--- config.mk ---
export PLATFORM = sky130hd
export DESIGN_NAME = scrollback_window_manager
export DESIGN_NICKNAME = d
export VERILOG_FILES = /design/src/rtl/swm_pkg.sv /design/src/rtl/swm_ctrl.sv /design/src/rtl/swm_datapath.sv /design/src/rtl/scrollback_window_manager.sv
export SDC_FILE = /design/constraint.sdc
export NUM_CORES = 1
export LEC_CHECK = 0
export ABC_AREA = 1
export BUFFER_PORTS_ARGS = -buffer_cell sky130_fd_sc_hd__buf_2
export CAP_MARGIN = 40
export CORE_UTILIZATION = 64
export DETAILED_ROUTE_END_ITERATION = 16
export PLACE_DENSITY = 0.79
export REMOVE_ABC_BUFFERS = 1
export SETUP_SLACK_MARGIN = 0.15
export SLEW_MARGIN = 5
export SYNTH_ARGS = -nofsm -noshare
export SYNTH_HDL_FRONTEND = slang
export SYNTH_SLANG_ARGS = --single-unit
--- constraint.sdc ---
create_clock -name clk -period 3.2 [get_ports clk]
set_input_delay 0.16 -clock clk [delete_from_list [all_inputs] [get_ports clk]]
set_output_delay 0.16 -clock clk [all_outputs]
set_load 0.02 [all_outputs]
--- src/rtl/swm_pkg.sv ---
`timescale 1ns / 1ps
`default_nettype none

package swm_pkg;

  localparam logic [1:0] OP_APPEND = 2'd0;
  localparam logic [1:0] OP_SCROLL_UP = 2'd1;
  localparam logic [1:0] OP_SCROLL_DOWN = 2'd2;
  localparam logic [1:0] OP_READ = 2'd3;

  localparam int MaxOut = 64;
  localparam logic [6:0] MAX_VISIBLE_RESET = 7'd24;

  typedef enum logic [1:0] {
    ST_IDLE,
    ST_EXEC1,
    ST_EXEC2,
    ST_EMIT
  } state_t;

  // Commands from the controller to the datapath.
  typedef struct packed {
    logic capture;
    logic exec1;
    logic exec2;
    logic step;
  } cmd_t;

  // Status from the datapath to the controller.
  typedef struct packed {
    logic empty;
    logic is_read;
    logic out_last;
  } sts_t;

endpackage

`default_nettype wire

--- src/rtl/swm_ctrl.sv ---
`timescale 1ns / 1ps
`default_nettype none

module swm_ctrl (
  input  wire logic         clk,
  input  wire logic         rst,
  input  wire logic         in_valid,
  output logic              in_stall,
  output logic              out_valid,
  input  wire logic         out_stall,
  output swm_pkg::cmd_t     cmd,
  input  swm_pkg::sts_t     sts
);
  import swm_pkg::*;

  state_t state;
  state_t state_next;

  always_ff @(posedge clk) begin
    if (rst) begin
      state <= ST_IDLE;
    end else begin
      state <= state_next;
    end
  end

  always_comb begin
    state_next = state;
    cmd = '0;
    in_stall = 1'b1;
    out_valid = 1'b0;
    case (state)
      ST_IDLE: begin
        in_stall = 1'b0;
        if (in_valid) begin
          cmd.capture = 1'b1;
          state_next = ST_EXEC1;
        end
      end
      ST_EXEC1: begin
        cmd.exec1 = 1'b1;
        // A read of an empty store gives no items at all.
        if (sts.is_read && sts.empty) begin
          state_next = ST_IDLE;
        end else begin
          state_next = ST_EXEC2;
        end
      end
      ST_EXEC2: begin
        cmd.exec2 = 1'b1;
        state_next = ST_EMIT;
      end
      ST_EMIT: begin
        out_valid = 1'b1;
        if (!out_stall) begin
          if (sts.out_last) begin
            state_next = ST_IDLE;
          end else begin
            cmd.step = 1'b1;
          end
        end
      end
      default: begin
        state_next = ST_IDLE;
      end
    endcase
  end

endmodule

`default_nettype wire

--- src/rtl/swm_datapath.sv ---
`timescale 1ns / 1ps
`default_nettype none

module swm_datapath #(
  parameter int RING_DEPTH = 256
) (
  input  wire logic         clk,
  input  wire logic         rst,
  input  wire logic         cfg_write,
  input  wire logic [6:0]   cfg_data,
  input  wire logic [1:0]   opcode,
  input  wire logic [7:0]   amount,
  input  swm_pkg::cmd_t     cmd,
  output swm_pkg::sts_t     sts,
  output logic [7:0]        slot,
  output logic              last
);
  import swm_pkg::*;

  localparam int PW = (RING_DEPTH > 1) ? $clog2(RING_DEPTH) : 1;
  localparam int UW = (PW > 8) ? PW : 8;
  localparam int EW = (PW > 7) ? PW : 7;
  localparam logic [PW-1:0] LAST_SLOT = PW'(RING_DEPTH - 1);
  localparam logic [PW:0] DEPTH_W = (PW + 1)'(RING_DEPTH);

  logic [1:0]    op;
  logic [7:0]    amt;
  logic [6:0]    max_visible;
  logic [PW-1:0] oldest_slot;
  logic [PW-1:0] newest_slot;
  logic          store_empty;
  logic [PW-1:0] view_first;
  logic [PW-1:0] view_last;
  logic [PW-1:0] used;
  logic [PW-1:0] out_slot;
  logic          out_last;
  logic [6:0]    remaining;

  function automatic logic [PW-1:0] ring_inc(input logic [PW-1:0] x);
    ring_inc = (x == LAST_SLOT) ? '0 : PW'(x + 1'b1);
  endfunction

  function automatic logic [PW-1:0] ring_add(input logic [PW-1:0] x,
                                             input logic [PW-1:0] u);
    logic [PW:0] s;
    s = {1'b0, x} + {1'b0, u};
    if (s >= DEPTH_W) begin
      s = s - DEPTH_W;
    end
    ring_add = s[PW-1:0];
  endfunction

  function automatic logic [PW-1:0] ring_sub(input logic [PW-1:0] x,
                                             input logic [PW-1:0] u);
    logic [PW:0] s;
    if (x >= u) begin
      s = {1'b0, x} - {1'b0, u};
    end else begin
      s = {1'b0, x} + DEPTH_W - {1'b0, u};
    end
    ring_sub = s[PW-1:0];
  endfunction

  // Number of slots from one slot to another going forward, minus one.
  function automatic logic [PW-1:0] gap(input logic [PW-1:0] from,
                                        input logic [PW-1:0] to);
    logic [PW:0] s;
    if (to >= from) begin
      s = {1'b0, to} - {1'b0, from};
    end else begin
      s = {1'b0, to} + DEPTH_W - {1'b0, from};
    end
    gap = s[PW-1:0];
  endfunction

  logic [6:0]    limit;
  logic [PW-1:0] newest_inc;
  logic [PW-1:0] diff;
  logic [UW-1:0] amt_ext;
  logic [EW-1:0] window_gap;
  logic [PW+7:0] slot_ext;

  always_comb begin
    if (max_visible == 7'd0) begin
      limit = 7'd1;
    end else if (max_visible > 7'(MaxOut)) begin
      limit = 7'(MaxOut);
    end else begin
      limit = max_visible;
    end
    newest_inc = ring_inc(newest_slot);
    diff = (op == OP_SCROLL_UP) ? gap(oldest_slot, view_first) : gap(view_last, newest_slot);
    amt_ext = UW'(amt);
    window_gap = EW'(gap(view_first, view_last));
  end

  always_ff @(posedge clk) begin
    if (rst) begin
      max_visible <= MAX_VISIBLE_RESET;
    end else if (cfg_write) begin
      max_visible <= cfg_data;
    end
  end

  always_ff @(posedge clk) begin
    if (cmd.capture) begin
      op <= opcode;
      amt <= amount;
    end
  end

  always_ff @(posedge clk) begin
    if (rst) begin
      oldest_slot <= '0;
      newest_slot <= '0;
      store_empty <= 1'b1;
      view_first <= '0;
      view_last <= '0;
      used <= '0;
      out_slot <= '0;
      out_last <= 1'b0;
      remaining <= '0;
    end else if (cmd.exec1) begin
      case (op)
        OP_APPEND: begin
          if (store_empty) begin
            store_empty <= 1'b0;
            oldest_slot <= '0;
            newest_slot <= '0;
            view_first <= '0;
            view_last <= '0;
          end else begin
            if (view_last == newest_slot) begin
              view_last <= ring_inc(view_last);
            end
            newest_slot <= newest_inc;
            if (newest_inc == oldest_slot) begin
              oldest_slot <= ring_inc(oldest_slot);
            end
          end
        end
        OP_SCROLL_UP, OP_SCROLL_DOWN: begin
          if (UW'(diff) < amt_ext) begin
            used <= diff;
          end else begin
            used <= amt_ext[PW-1:0];
          end
        end
        default: begin
          if (window_gap >= EW'(MaxOut - 1)) begin
            remaining <= 7'(MaxOut);
          end else begin
            remaining <= 7'(window_gap + 1'b1);
          end
        end
      endcase
    end else if (cmd.exec2) begin
      case (op)
        OP_APPEND: begin
          // Trim the window when it has grown past the visible maximum.
          if (window_gap >= EW'(limit)) begin
            view_first <= ring_inc(view_first);
          end
          out_slot <= newest_slot;
          out_last <= 1'b1;
        end
        OP_SCROLL_UP: begin
          if (!store_empty) begin
            view_first <= ring_sub(view_first, used);
            view_last <= ring_sub(view_last, used);
            out_slot <= ring_sub(view_first, used);
          end else begin
            out_slot <= view_first;
          end
          out_last <= 1'b1;
        end
        OP_SCROLL_DOWN: begin
          if (!store_empty) begin
            view_first <= ring_add(view_first, used);
            view_last <= ring_add(view_last, used);
            out_slot <= ring_add(view_first, used);
          end else begin
            out_slot <= view_first;
          end
          out_last <= 1'b1;
        end
        default: begin
          out_slot <= view_first;
          out_last <= (remaining == 7'd1);
        end
      endcase
    end else if (cmd.step) begin
      out_slot <= ring_inc(out_slot);
      remaining <= remaining - 7'd1;
      out_last <= (remaining == 7'd2);
    end
  end

  assign slot_ext = {8'd0, out_slot};
  assign slot = slot_ext[7:0];
  assign last = out_last;

  assign sts.empty = store_empty;
  assign sts.is_read = (op == OP_READ);
  assign sts.out_last = out_last;

endmodule

`default_nettype wire

--- src/rtl/scrollback_window_manager.sv ---
`timescale 1ns / 1ps
`default_nettype none

// Slot-pointer manager for a circular scrollback store whose line text lives
// in an external memory of RING_DEPTH slots. The block tracks the oldest and
// newest stored slots and a visible window that runs forward around the ring.
// An append item returns the slot to write, drops the oldest line when the
// ring is full, and keeps the window at most max_visible lines (clamped to
// 1..64). Scroll items move the window inside the stored range and return
// the new first visible slot. A read item streams the window's slots, up to
// 64, with last set on the final one; a read of an empty store returns
// nothing. Items are handled one at a time: an append or scroll goes through
// acceptance, two update steps through the pointer adder and compare, an output
// step ending in its result handshake; a read goes through acceptance and both
// update steps, then streams its slots. Output stalls hold an item in its
// output step. Slot numbers wider than eight bits are reported in their low
// eight bits. The max_visible register may be written only while idle.

module scrollback_window_manager #(
  parameter int RING_DEPTH = 256
) (
  input  wire logic       clk,
  input  wire logic       rst,
  input  wire logic       cfg_write,
  input  wire logic [6:0] cfg_data,
  input  wire logic       in_valid,
  output logic            in_stall,
  input  wire logic [1:0] opcode,
  input  wire logic [7:0] amount,
  output logic            out_valid,
  input  wire logic       out_stall,
  output logic [7:0]      slot,
  output logic            last
);
  import swm_pkg::*;

  // Commands and status between the sequencer and the pointer datapath.
  cmd_t cmd;
  sts_t sts;

  swm_ctrl u_ctrl (
    .clk       (clk),
    .rst       (rst),
    .in_valid  (in_valid),
    .in_stall  (in_stall),
    .out_valid (out_valid),
    .out_stall (out_stall),
    .cmd       (cmd),
    .sts       (sts)
  );

  // The datapath holds all pointers, the configuration register and the
  // output register, so the result stays stable while the output stalls.
  swm_datapath #(
    .RING_DEPTH (RING_DEPTH)
  ) u_datapath (
    .clk       (clk),
    .rst       (rst),
    .cfg_write (cfg_write),
    .cfg_data  (cfg_data),
    .opcode    (opcode),
    .amount    (amount),
    .cmd       (cmd),
    .sts       (sts),
    .slot      (slot),
    .last      (last)
  );

endmodule

`default_nettype wire
* Word level (Yosys, flattened, before mapping) *
Cells that the tools add are included.

word-level totals
  register bits = 76
  input bits = 22
  output and inout bits = 11
  logic and storage cells = 155

operators by class
  $add $sub $neg = 24
  magnitude comparators = 11
  eq/ne operators = 26
  muxes and demuxes = 60
  bitwise operators = 1
  reduce and logical (&&, ||, !) cells = 20

operators with widths
  kind                                                 count
  two-way mux 8 bit                                    33
  subtractor 8 bit                                     10
  adder 8 x 1 -> 8 bit, second input constant          8
  two-way mux 7 bit                                    7
  one-hot mux 8 bit (3 select lines)                   2
  == test 8 bit, second input constant                 5
  >= comparator 8 bit                                  5
  adder 8 x 8 -> 9 bit                                 2
  >= comparator 9 bit, second input constant           2
  == test 8 bit                                        2
  one-hot mux 8 bit (2 select lines)                   1
  subtractor 8 x 1 -> 8 bit, second input constant     2
  two-way mux 1 bit                                    12
  AND reduction 3 bit                                  3
  == test 2 bit, second input constant                 4
  >= comparator 8 x 6 -> 1 bit, second input constant  1
  >= comparator 8 x 7 -> 1 bit                         1
  less-than comparator 8 bit                           1
  two-way mux 2 bit                                    4
  != test 2 x 1 -> 1 bit, second input constant        4
  one-hot mux 2 bit (4 select lines)                   1
  nonzero test 2 bit                                   4
  adder 7 x 1 -> 7 bit, second input constant          1
  == test 7 x 1 -> 1 bit, second input constant        1
  other kinds (18)                                     26

* Longest topological paths before layout *
Gate-level depths: netlist (run 1).

  depth after elaboration = 8
  gate-level depth with buffers = 21

* Modules after synthesis *
Synthesis (run 1) repeated with hierarchy kept, for this count alone.

second synthesis, totals
  cells, all modules = 1,104
  area, all modules = 7,140.6 um2

by module, submodules not included
  module        instances  cells each  area each (um2)  seq. area each (um2)
  swm_datapath  1          1,081       7,013.0          1,581.5
  swm_ctrl      1          23          127.6            40.0

* Worst setup path before layout (run 1) *
OpenSTA, ideal clock, no wires.

  path kind = register to register
  start = register u_datapath.view_last[1]
  end = register u_datapath.used[2]
  arrival time = 2.649 ns
  slack = 0.419 ns
  stages on the path, launching flop included = 20
  clock period less this slack = 2.781 ns
  path through = dfxtp_1 > inv_1 > fa_1 > inv_1 > nor2_1 > nor2_1 > o21ai_0 > xnor2_1 > nand2_1 > nand2_1 > inv_1 > ha_1 > nand2_1 > nor2_1 > a211oi_1 > nand2_1 > inv_2 > nand2_1 > nand3_1 > a21oi_1

between the ends
  longest elaborated chain between the ends = 5
  elaborated cells between the ends (all ways) = 7

ends and longest elaborated chain
  element                                   RTL line             text
  start, declared                           swm_datapath.sv:33   logic [PW-1:0] view_last;
  start signal, assigned                    swm_datapath.sv:134  view_last <= ring_inc(view_last);
  start signal, assigned                    swm_datapath.sv:170  view_last <= ring_sub(view_last, used);
  start signal, assigned                    swm_datapath.sv:180  view_last <= ring_add(view_last, used);
  subtractor 8 bit (tied with other cells)  swm_datapath.sv:71   s = {1'b0, to} + DEPTH_W - {1'b0, from};
  two-way mux 8 bit (*)                     swm_datapath.sv:68   if (to >= from) begin
  two-way mux 8 bit (*)                     swm_datapath.sv:92   diff = (op == OP_SCROLL_UP) ? gap(oldest_slot, view_first) : gap(view_last, newest_slot);
  less-than comparator 8 bit                swm_datapath.sv:143  if (UW'(diff) < amt_ext) begin
  two-way mux 8 bit (*)                     swm_datapath.sv:143
  end signal, assigned                      swm_datapath.sv:144  used <= diff;
  end signal, assigned                      swm_datapath.sv:146  used <= amt_ext[PW-1:0];
  end, declared                             swm_datapath.sv:34   logic [PW-1:0] used;

Every way passes the cells marked *; elsewhere a longest branch is shown, timed or not.
A chain may end at the register's enable or synchronous reset.

* Final worst setup path (run 1) *
  start = register u_datapath.view_first[0]
  end = register u_datapath.used[1]

between the ends
  longest elaborated chain between the ends = 6
  elaborated cells between the ends (all ways) = 8

ends and longest elaborated chain
  element                     RTL line             text
  start, declared             swm_datapath.sv:32   logic [PW-1:0] view_first;
  start signal, assigned      swm_datapath.sv:162  view_first <= ring_inc(view_first);
  start signal, assigned      swm_datapath.sv:169  view_first <= ring_sub(view_first, used);
  start signal, assigned      swm_datapath.sv:179  view_first <= ring_add(view_first, used);
  adder 8 x 1 -> 8 bit        swm_datapath.sv:71
  subtractor 8 bit            swm_datapath.sv:71
  two-way mux 8 bit (*)       swm_datapath.sv:68
  two-way mux 8 bit (*)       swm_datapath.sv:92
  less-than comparator 8 bit  swm_datapath.sv:143
  two-way mux 8 bit (*)       swm_datapath.sv:143

Marks and branches as above.

==> results of run 1 <==
## synth_stat cells (2+ instances only)
library cell / number / area share
nand2_2: 2 / 0.0017
a21oi_1: 117 / 0.081
a211oi_1: 3 / 0.0031
a31oi_1: 7 / 0.0060
clkbuf_1: 19 / 0.0098
o21bai_1: 3 / 0.0031
buf_2: 5 / 0.0035
xnor2_1: 10 / 0.012
xor2_1: 23 / 0.028
inv_2: 9 / 0.0047
nor3_1: 9 / 0.0062
buf_1: 2 / 0.0010
o21a_1: 3 / 0.0031
nand4_1: 28 / 0.024
fa_1: 6 / 0.017
and2_1: 2 / 0.0017
nand3_1: 110 / 0.076
o21ai_1: 8 / 0.0055
or2_2: 6 / 0.0052
nand2_4: 3 / 0.0047
dfxtp_1: 66 / 0.18
o21ai_0: 68 / 0.047
ha_1: 77 / 0.13
nand2_1: 245 / 0.13
buf_4: 2 / 0.0021
nor2_1: 89 / 0.046
nand3b_1: 5 / 0.0052
edfxtp_1: 10 / 0.041
or2_1: 2 / 0.0017
o31ai_1: 4 / 0.0041
inv_1: 147 / 0.076
a221oi_1: 2 / 0.0024
clkinv_1: 4 / 0.0021
nor2_2: 2 / 0.0017
o211ai_1: 14 / 0.015
nand3_2: 2 / 0.0028
## power groups by stage
stage	clock network [mW]	registers (mW)	logic [mW]
floorplan	0	1.54	4.41
global placement	0	1.52	5.79
detailed placement	0	1.52	5.87
CTS	1.06	1.51	5.95
global route	1.10	1.56	7.31
finish	1.05	1.52	6.52
## repair_timing
action | CTS | global route
setup buffers | 0 | 6
gates cloned | 0 | 0
pin swaps | 0 | 4
setup endpoints to repair | 2 | 17
gates resized for setup | 1 | 36
hold buffers | 10 | 0
endpoints found under the hold margin | 10 | 0
## state kept, by name, indices dropped and copies added (netlist names), named ones only
register,count
u_ctrl.state,1
u_datapath.amt,8
u_datapath.last,1
u_datapath.max_visible,7
u_datapath.newest_slot,8
u_datapath.oldest_slot,8
u_datapath.op,2
u_datapath.remaining,7
u_datapath.slot,8
u_datapath.store_empty,1
u_datapath.used,8
u_datapath.view_first,8
u_datapath.view_last,8
## worst paths after layout
kind	start	end	slack, ps	cells after the start
max reg2reg	u_datapath.view_first[0]	u_datapath.used[1]	190	19
min reg2reg	u_datapath.max_visible[4]	u_datapath.max_visible[4]	490	2
max	u_datapath.view_first[0]	u_datapath.used[1]	190	19
min	cfg_data[4]	u_datapath.max_visible[4]	20	3
## per-layer routing
layer	track usage	up-vias	routed length, microns
li1	-	3856	-
met1	0.499	3538	9280
met2	0.548	391	8980
met3	0.0778	62	1920
met4	0.138	0	732
met5	0	-	0
## cell families (layout without fill, tap and decap cells)
| family | count (synthesis) | count (layout) | synth area share |
|---|---|---|---|
| flip-flops | 76 | 76 | 0.224 |
| buffers and inverters | 189 | 251 | 0.101 |
| AO/OA/AOI/OAI | 234 | 234 | 0.177 |
| XOR/XNOR | 34 | 34 | 0.0421 |
| AND/OR/NAND/NOR | 507 | 507 | 0.307 |
| adder cells (fa/ha/maj) | 83 | 83 | 0.150 |
## stage by stage
step / power [mW] / instance area (sq um) / util / hold slack, ps / worst slack [ps]
after floorplan: 5.95 / 7110 / - / 222 / 375
after detailed placement: 7.40 / 7650 / 0.700 / 339 / 174
final: 9.09 / 8230 / 0.752 / 18.5 / 187
after global placement: 7.31 / 7650 / 0.700 / 337 / 253
after global routing: 9.96 / 8230 / 0.752 / 28.6 / -101
after CTS: 8.52 / 8050 / 0.736 / 15.7 / 153
## critical path: cells and delay by family (launching register included)
family                     cells  cell delay, ps
buffers and inverters          4             420
and+or+nand+nor                8             810
AOI/OAI and AO/OA              4             620
adders and majority gates      3             780
DFF                            1             310
## layout make-up
class / instances / area, sq um
clock buffer: 9 / 225
inverter: 160 / 603
multi-input combinational: 858 / 5000
timing repair buffer: 75 / 515
clock inverter: 7 / 72.6
tap: 140 / 175
fill: 922 / 2710
sequential: 76 / 1640
==> flow_metrics.tcl, run 1 <==
set metrics [dict create \
    outcome "finished, final reports clean" \
    dp_hpwl_microns 15500 \
    ys_warn_count 0 \
    cts_sinks 76 \
    crit_arrival_ps 3290 \
    tightest_slew_ps 598 \
    fin_cells 1325 \
    synth_enable_flop_cells 10 \
    drt_wl_total_microns 20900 \
    rows 38 \
    worst_setup_path_end_kind "flip-flop" \
    dp_cells 1293 \
    cts_max_level 3 \
    drtAntennaViolNets 0 \
    initial_core_util 0.662 \
    synth_flop_cell "dfxtp_1" \
    grt_pass1_vias 6753 \
    place.gp.congestion 0.981 \
    die_w_microns 108 \
    max_cap_viol_count 0 \
    p_int_mw 4.26 \
    layout-drive-gt1-share 0.116 \
    core_sq_um 10900 \
    synthCells 1123 \
    critical_path.cell_chain "inv_1, ha_1, inv_1, fa_2, nand4_1, nand3_1, a21oi_1, o21ai_0, nand2_2, inv_1, ha_1, nand2_1, nor2_1, a211oi_2, nand2_2, buf_4, nand2_1, nand3_1, a21oi_2" \
    cts_inserted_buffers 9 \
    dieArea_sq_um 11700 \
    clk_pin_slew_ps 70 \
    yosys_register_bits 76 \
    p_switching_mw 4.83 \
    finalMaxSlewViolations 0 \
    crit_top_cell "inv_1" \
    diodes 0 \
    wire_per_inst_microns 15.8 \
    mostFrequentLayoutCells "nand2_1 (242), inv_1 (145), a21oi_1 (113)" \
    synthesis.area_sq_um 7240 \
    grt_pass1_wl_microns 32900 \
    powerDensity_nw_per_um2 1110 \
    grt_antenna_before_repair 0 \
    worstSetupStartpointType "flip-flop" \
    die_h_microns 108 \
    cp_slowest_stage_delay_ps 370 \
    dr_total_vias 7847 \
    crit_slowest_cell "fa_2" \
    clock-skew-final_ps 14.3 \
    synth.distinct_cells 45 \
    pwr-share-comb 0.717 \
    relSlewSlack 0.601 \
    leakagePower_nw 4.01 \
    path_class "reg -> reg" \
    ir_drop_v 0.000824 \
    port_buffers 32 \
    fin_tns_setup_ps 0 \
    seq_power_share 0.168 \
    yosysSeqAreaShare 0.224 \
    setup_viol 0 \
    hold_viol 0 \
    clk_latency_ps 360 \
    layout_commonest_cell "nand2_1" \
    swShare 0.531 \
    clockPowerShare 0.116 \
    avgSynthCellArea_sq_um 6.45 \
    critPathMaxFanout 6 \
    fin_nets 1285 \
    drt-pass1-iter-count 6 \
    worstHoldPathType "in -> reg" \
    area_growth_pct 13.5 \
    grt_overflow 0 \
    cts_buffer_depth 2 \
    drc 0 \
    max_freq_mhz 332 \
    cts_tree "built" \
    timing.final.crit_share 0.942 \
    ioPinCount 33 \
    track_usage 0.361 \
    first_iter_violations 932 \
    crit_required_ps 3480 \
    grt_max_degree 30 \
    vias_per_cell 5.92 \
    final.min_clock_period_ps 3010 \
    async_flop_share 0 \
    cts-root-buf "clkbuf_16" \
]
Note: power is estimated with default switching activity, not from simulation.
==> run 2: changes to the inputs <==
--- a/config.mk
+++ b/config.mk
@@ -8,9 +8,11 @@
 export ABC_AREA = 1
 export BUFFER_PORTS_ARGS = -buffer_cell sky130_fd_sc_hd__buf_2
 export CAP_MARGIN = 40
-export CORE_UTILIZATION = 64
+export CORE_UTILIZATION = 32
 export DETAILED_ROUTE_END_ITERATION = 16
-export PLACE_DENSITY = 0.79
+export GPL_TIMING_DRIVEN = 0
+export HOLD_SLACK_MARGIN = 0.08
+export PLACE_DENSITY = 0.44
 export REMOVE_ABC_BUFFERS = 1
 export SETUP_SLACK_MARGIN = 0.15
 export SLEW_MARGIN = 5
==> run 2 against run 1 <==
- the flow now finishes with violations (DRC)
- clock power is essentially flat
- cell count grew 10%
- routed wire length grew 13%
- global-route usage shrank 16 points
- non-clock buffer count shrank 4
- total power grew 1.2%
- core utilization shrank 37 points
- sequential share of layout area shrank 0.13 points
- largest cell class unchanged
- die area grew 98%
- count of clock-buffer cells in the layout grew 1
- combinational power shrank 0.6%
==> flow_metrics.tcl, run 2 (synthesis results as in run 1) <==
set metrics [dict create \
    crit_top_cell "inv_1" \
    area_growth_pct 16.9 \
    worst_setup_path_end_kind "flip-flop" \
    hold_viol 0 \
    die_w_microns 152 \
    first_iter_violations 564 \
    final.min_clock_period_ps 2930 \
    dp_slack_ps -604 \
    finalMaxSlewViolations 0 \
    placed_area_sq_um 7630 \
    cts-root-buf "clkbuf_16" \
    ir_drop_v 0.000435 \
    fin_util 0.385 \
    port_buffers 32 \
    clk_latency_ps 350 \
    cts_inserted_buffers 9 \
    cts_buffer_depth 2 \
    crit_arrival_ps 3160 \
    vias_per_cell 5.05 \
    max_cap_viol_count 0 \
    place.gp.congestion 0.856 \
    crit_slowest_cell "dfxtp_2" \
    leakagePower_nw 3.99 \
    worstHoldPathType "in -> reg" \
    rsz0062_at_grt "yes" \
    rows 54 \
    fin_nets 1281 \
    diodes 0 \
    grt_overflow 0 \
    timing.final.crit_share 0.915 \
    die_h_microns 152 \
    critical_path.cell_chain "inv_1, ha_1, a21oi_1, o211ai_1, xor2_1, ha_1, inv_1, o211ai_1, inv_1, nand4_1, buf_4, buf_12, nand3_1, nand2_1, nor2_1" \
    drtAntennaViolNets 0 \
    outcome "complete, but fails checks" \
    ioPinCount 33 \
    dieArea_sq_um 23200 \
    cts_sinks 76 \
    cts_max_level 3 \
    setup_viol 0 \
    violations "DRC" \
    design_area_sq_um 8470 \
    drt-pass1-iter-count 13 \
    critPathTopFamily "adder cells" \
    cp_slowest_stage_delay_ps 500 \
    dp_hpwl_microns 17500 \
    drc 2 \
    critPathMaxFanout 9 \
    path_class "reg -> reg" \
    dr_total_vias 7374 \
    cts_tree "built" \
    drt_wl_total_microns 23600 \
    grt_antenna_before_repair 0 \
    path_buf_inv 5 \
    max_freq_mhz 342 \
    initial_core_util 0.329 \
    grt_max_degree 45 \
    clock-skew-final_ps 9.25 \
    grt_pass1_vias 6684 \
    layout_commonest_cell "nand2_1" \
    core_sq_um 22000 \
    relSlewSlack 0.459 \
    setup_slack_ps 273 \
    powerDensity_nw_per_um2 1090 \
    wire_per_inst_microns 16.2 \
    layout-drive-gt1-share 0.131 \
    holdWs_ps 101 \
    worstSetupStartpointType "flip-flop" \
    clk_pin_slew_ps 70 \
    track_usage 0.204 \
    crit_required_ps 3440 \
    tightest_slew_ps 811 \
    mostFrequentLayoutCells "nand2_1 (241), inv_1 (139), a21oi_1 (112)" \
    grt_pass1_wl_microns 37000 \
]
-- run 2: where the power goes --
group          switching [mW]  internal (mW)  total [mW]  leakage (nW)
logic                    4.00           2.48        6.48          3.20
clock network           0.448          0.619        1.07         0.148
registers               0.397           1.26        1.65         0.647
total                    4.85           4.35        9.20          3.99
-- run 2: metrics by stage --
stage | power [mW] | setup TNS, ps | std cells
3_3_place_gp | 7.47 | -6480 | 1406
5_1_grt | 10.2 | 0 | 1460
2_1_floorplan | 5.95 | 0 | 1094
6_report | 9.20 | 0 | 1460
4_1_cts | 8.86 | 0 | 1447
3_5_place_dp | 7.47 | -5520 | 1408
-- run 2: cell type report --
class | count | area (sq um)
multi-input combinational | 858 | 5040
inverter | 160 | 614
clock buffer | 10 | 239
tap | 280 | 350
sequential | 76 | 1670
fill | 2428 | 13600
timing repair buffer | 71 | 503
clock inverter | 5 | 51.3
-- run 2: routing by layer --
| layer | part of all wire | GRT usage | vias to the layer above |
|---|---|---|---|
| met5 | 0 | 0 | - |
| met1 | 0.51 | 0.296 | 3385 |
| met2 | 0.43 | 0.312 | 123 |
| met4 | 0.014 | 0.0592 | 0 |
| li1 | - | - | 3847 |
| met3 | 0.041 | 0.0259 | 19 |
-- run 2: worst register-to-register path: cells and delay by family (launching register included) --
kind / cells / cell delay [ps]
AO/OA/AOI/OAI: 3 / 610
XOR/XNOR: 1 / 120
adder cells (fa/ha/maj): 2 / 770
buffers and inverters: 5 / 580
flip-flops: 1 / 500
AND/OR/NAND/NOR: 4 / 250
-- run 2: worst paths after layout --
path	startpoint	to	slack (ps)	cells past startpoint
max	u_datapath.view_first[3]	u_datapath.view_first[6]	270	15
min reg2reg	u_datapath.max_visible[4]	u_datapath.max_visible[4]	490	2
min	cfg_write	u_datapath.max_visible[4]	100	3
max reg2reg	u_datapath.view_first[3]	u_datapath.view_first[6]	270	15
-- run 2: timing repair --
item | CTS | global route
gates cloned | 0 | 0
hold endpoints to repair | 17 | 0
setup buffers | 7 | 13
pin swaps | 1 | 9
hold buffers | 17 | 0
setup endpoints to repair | 22 | 18
resized for setup | 24 | 47
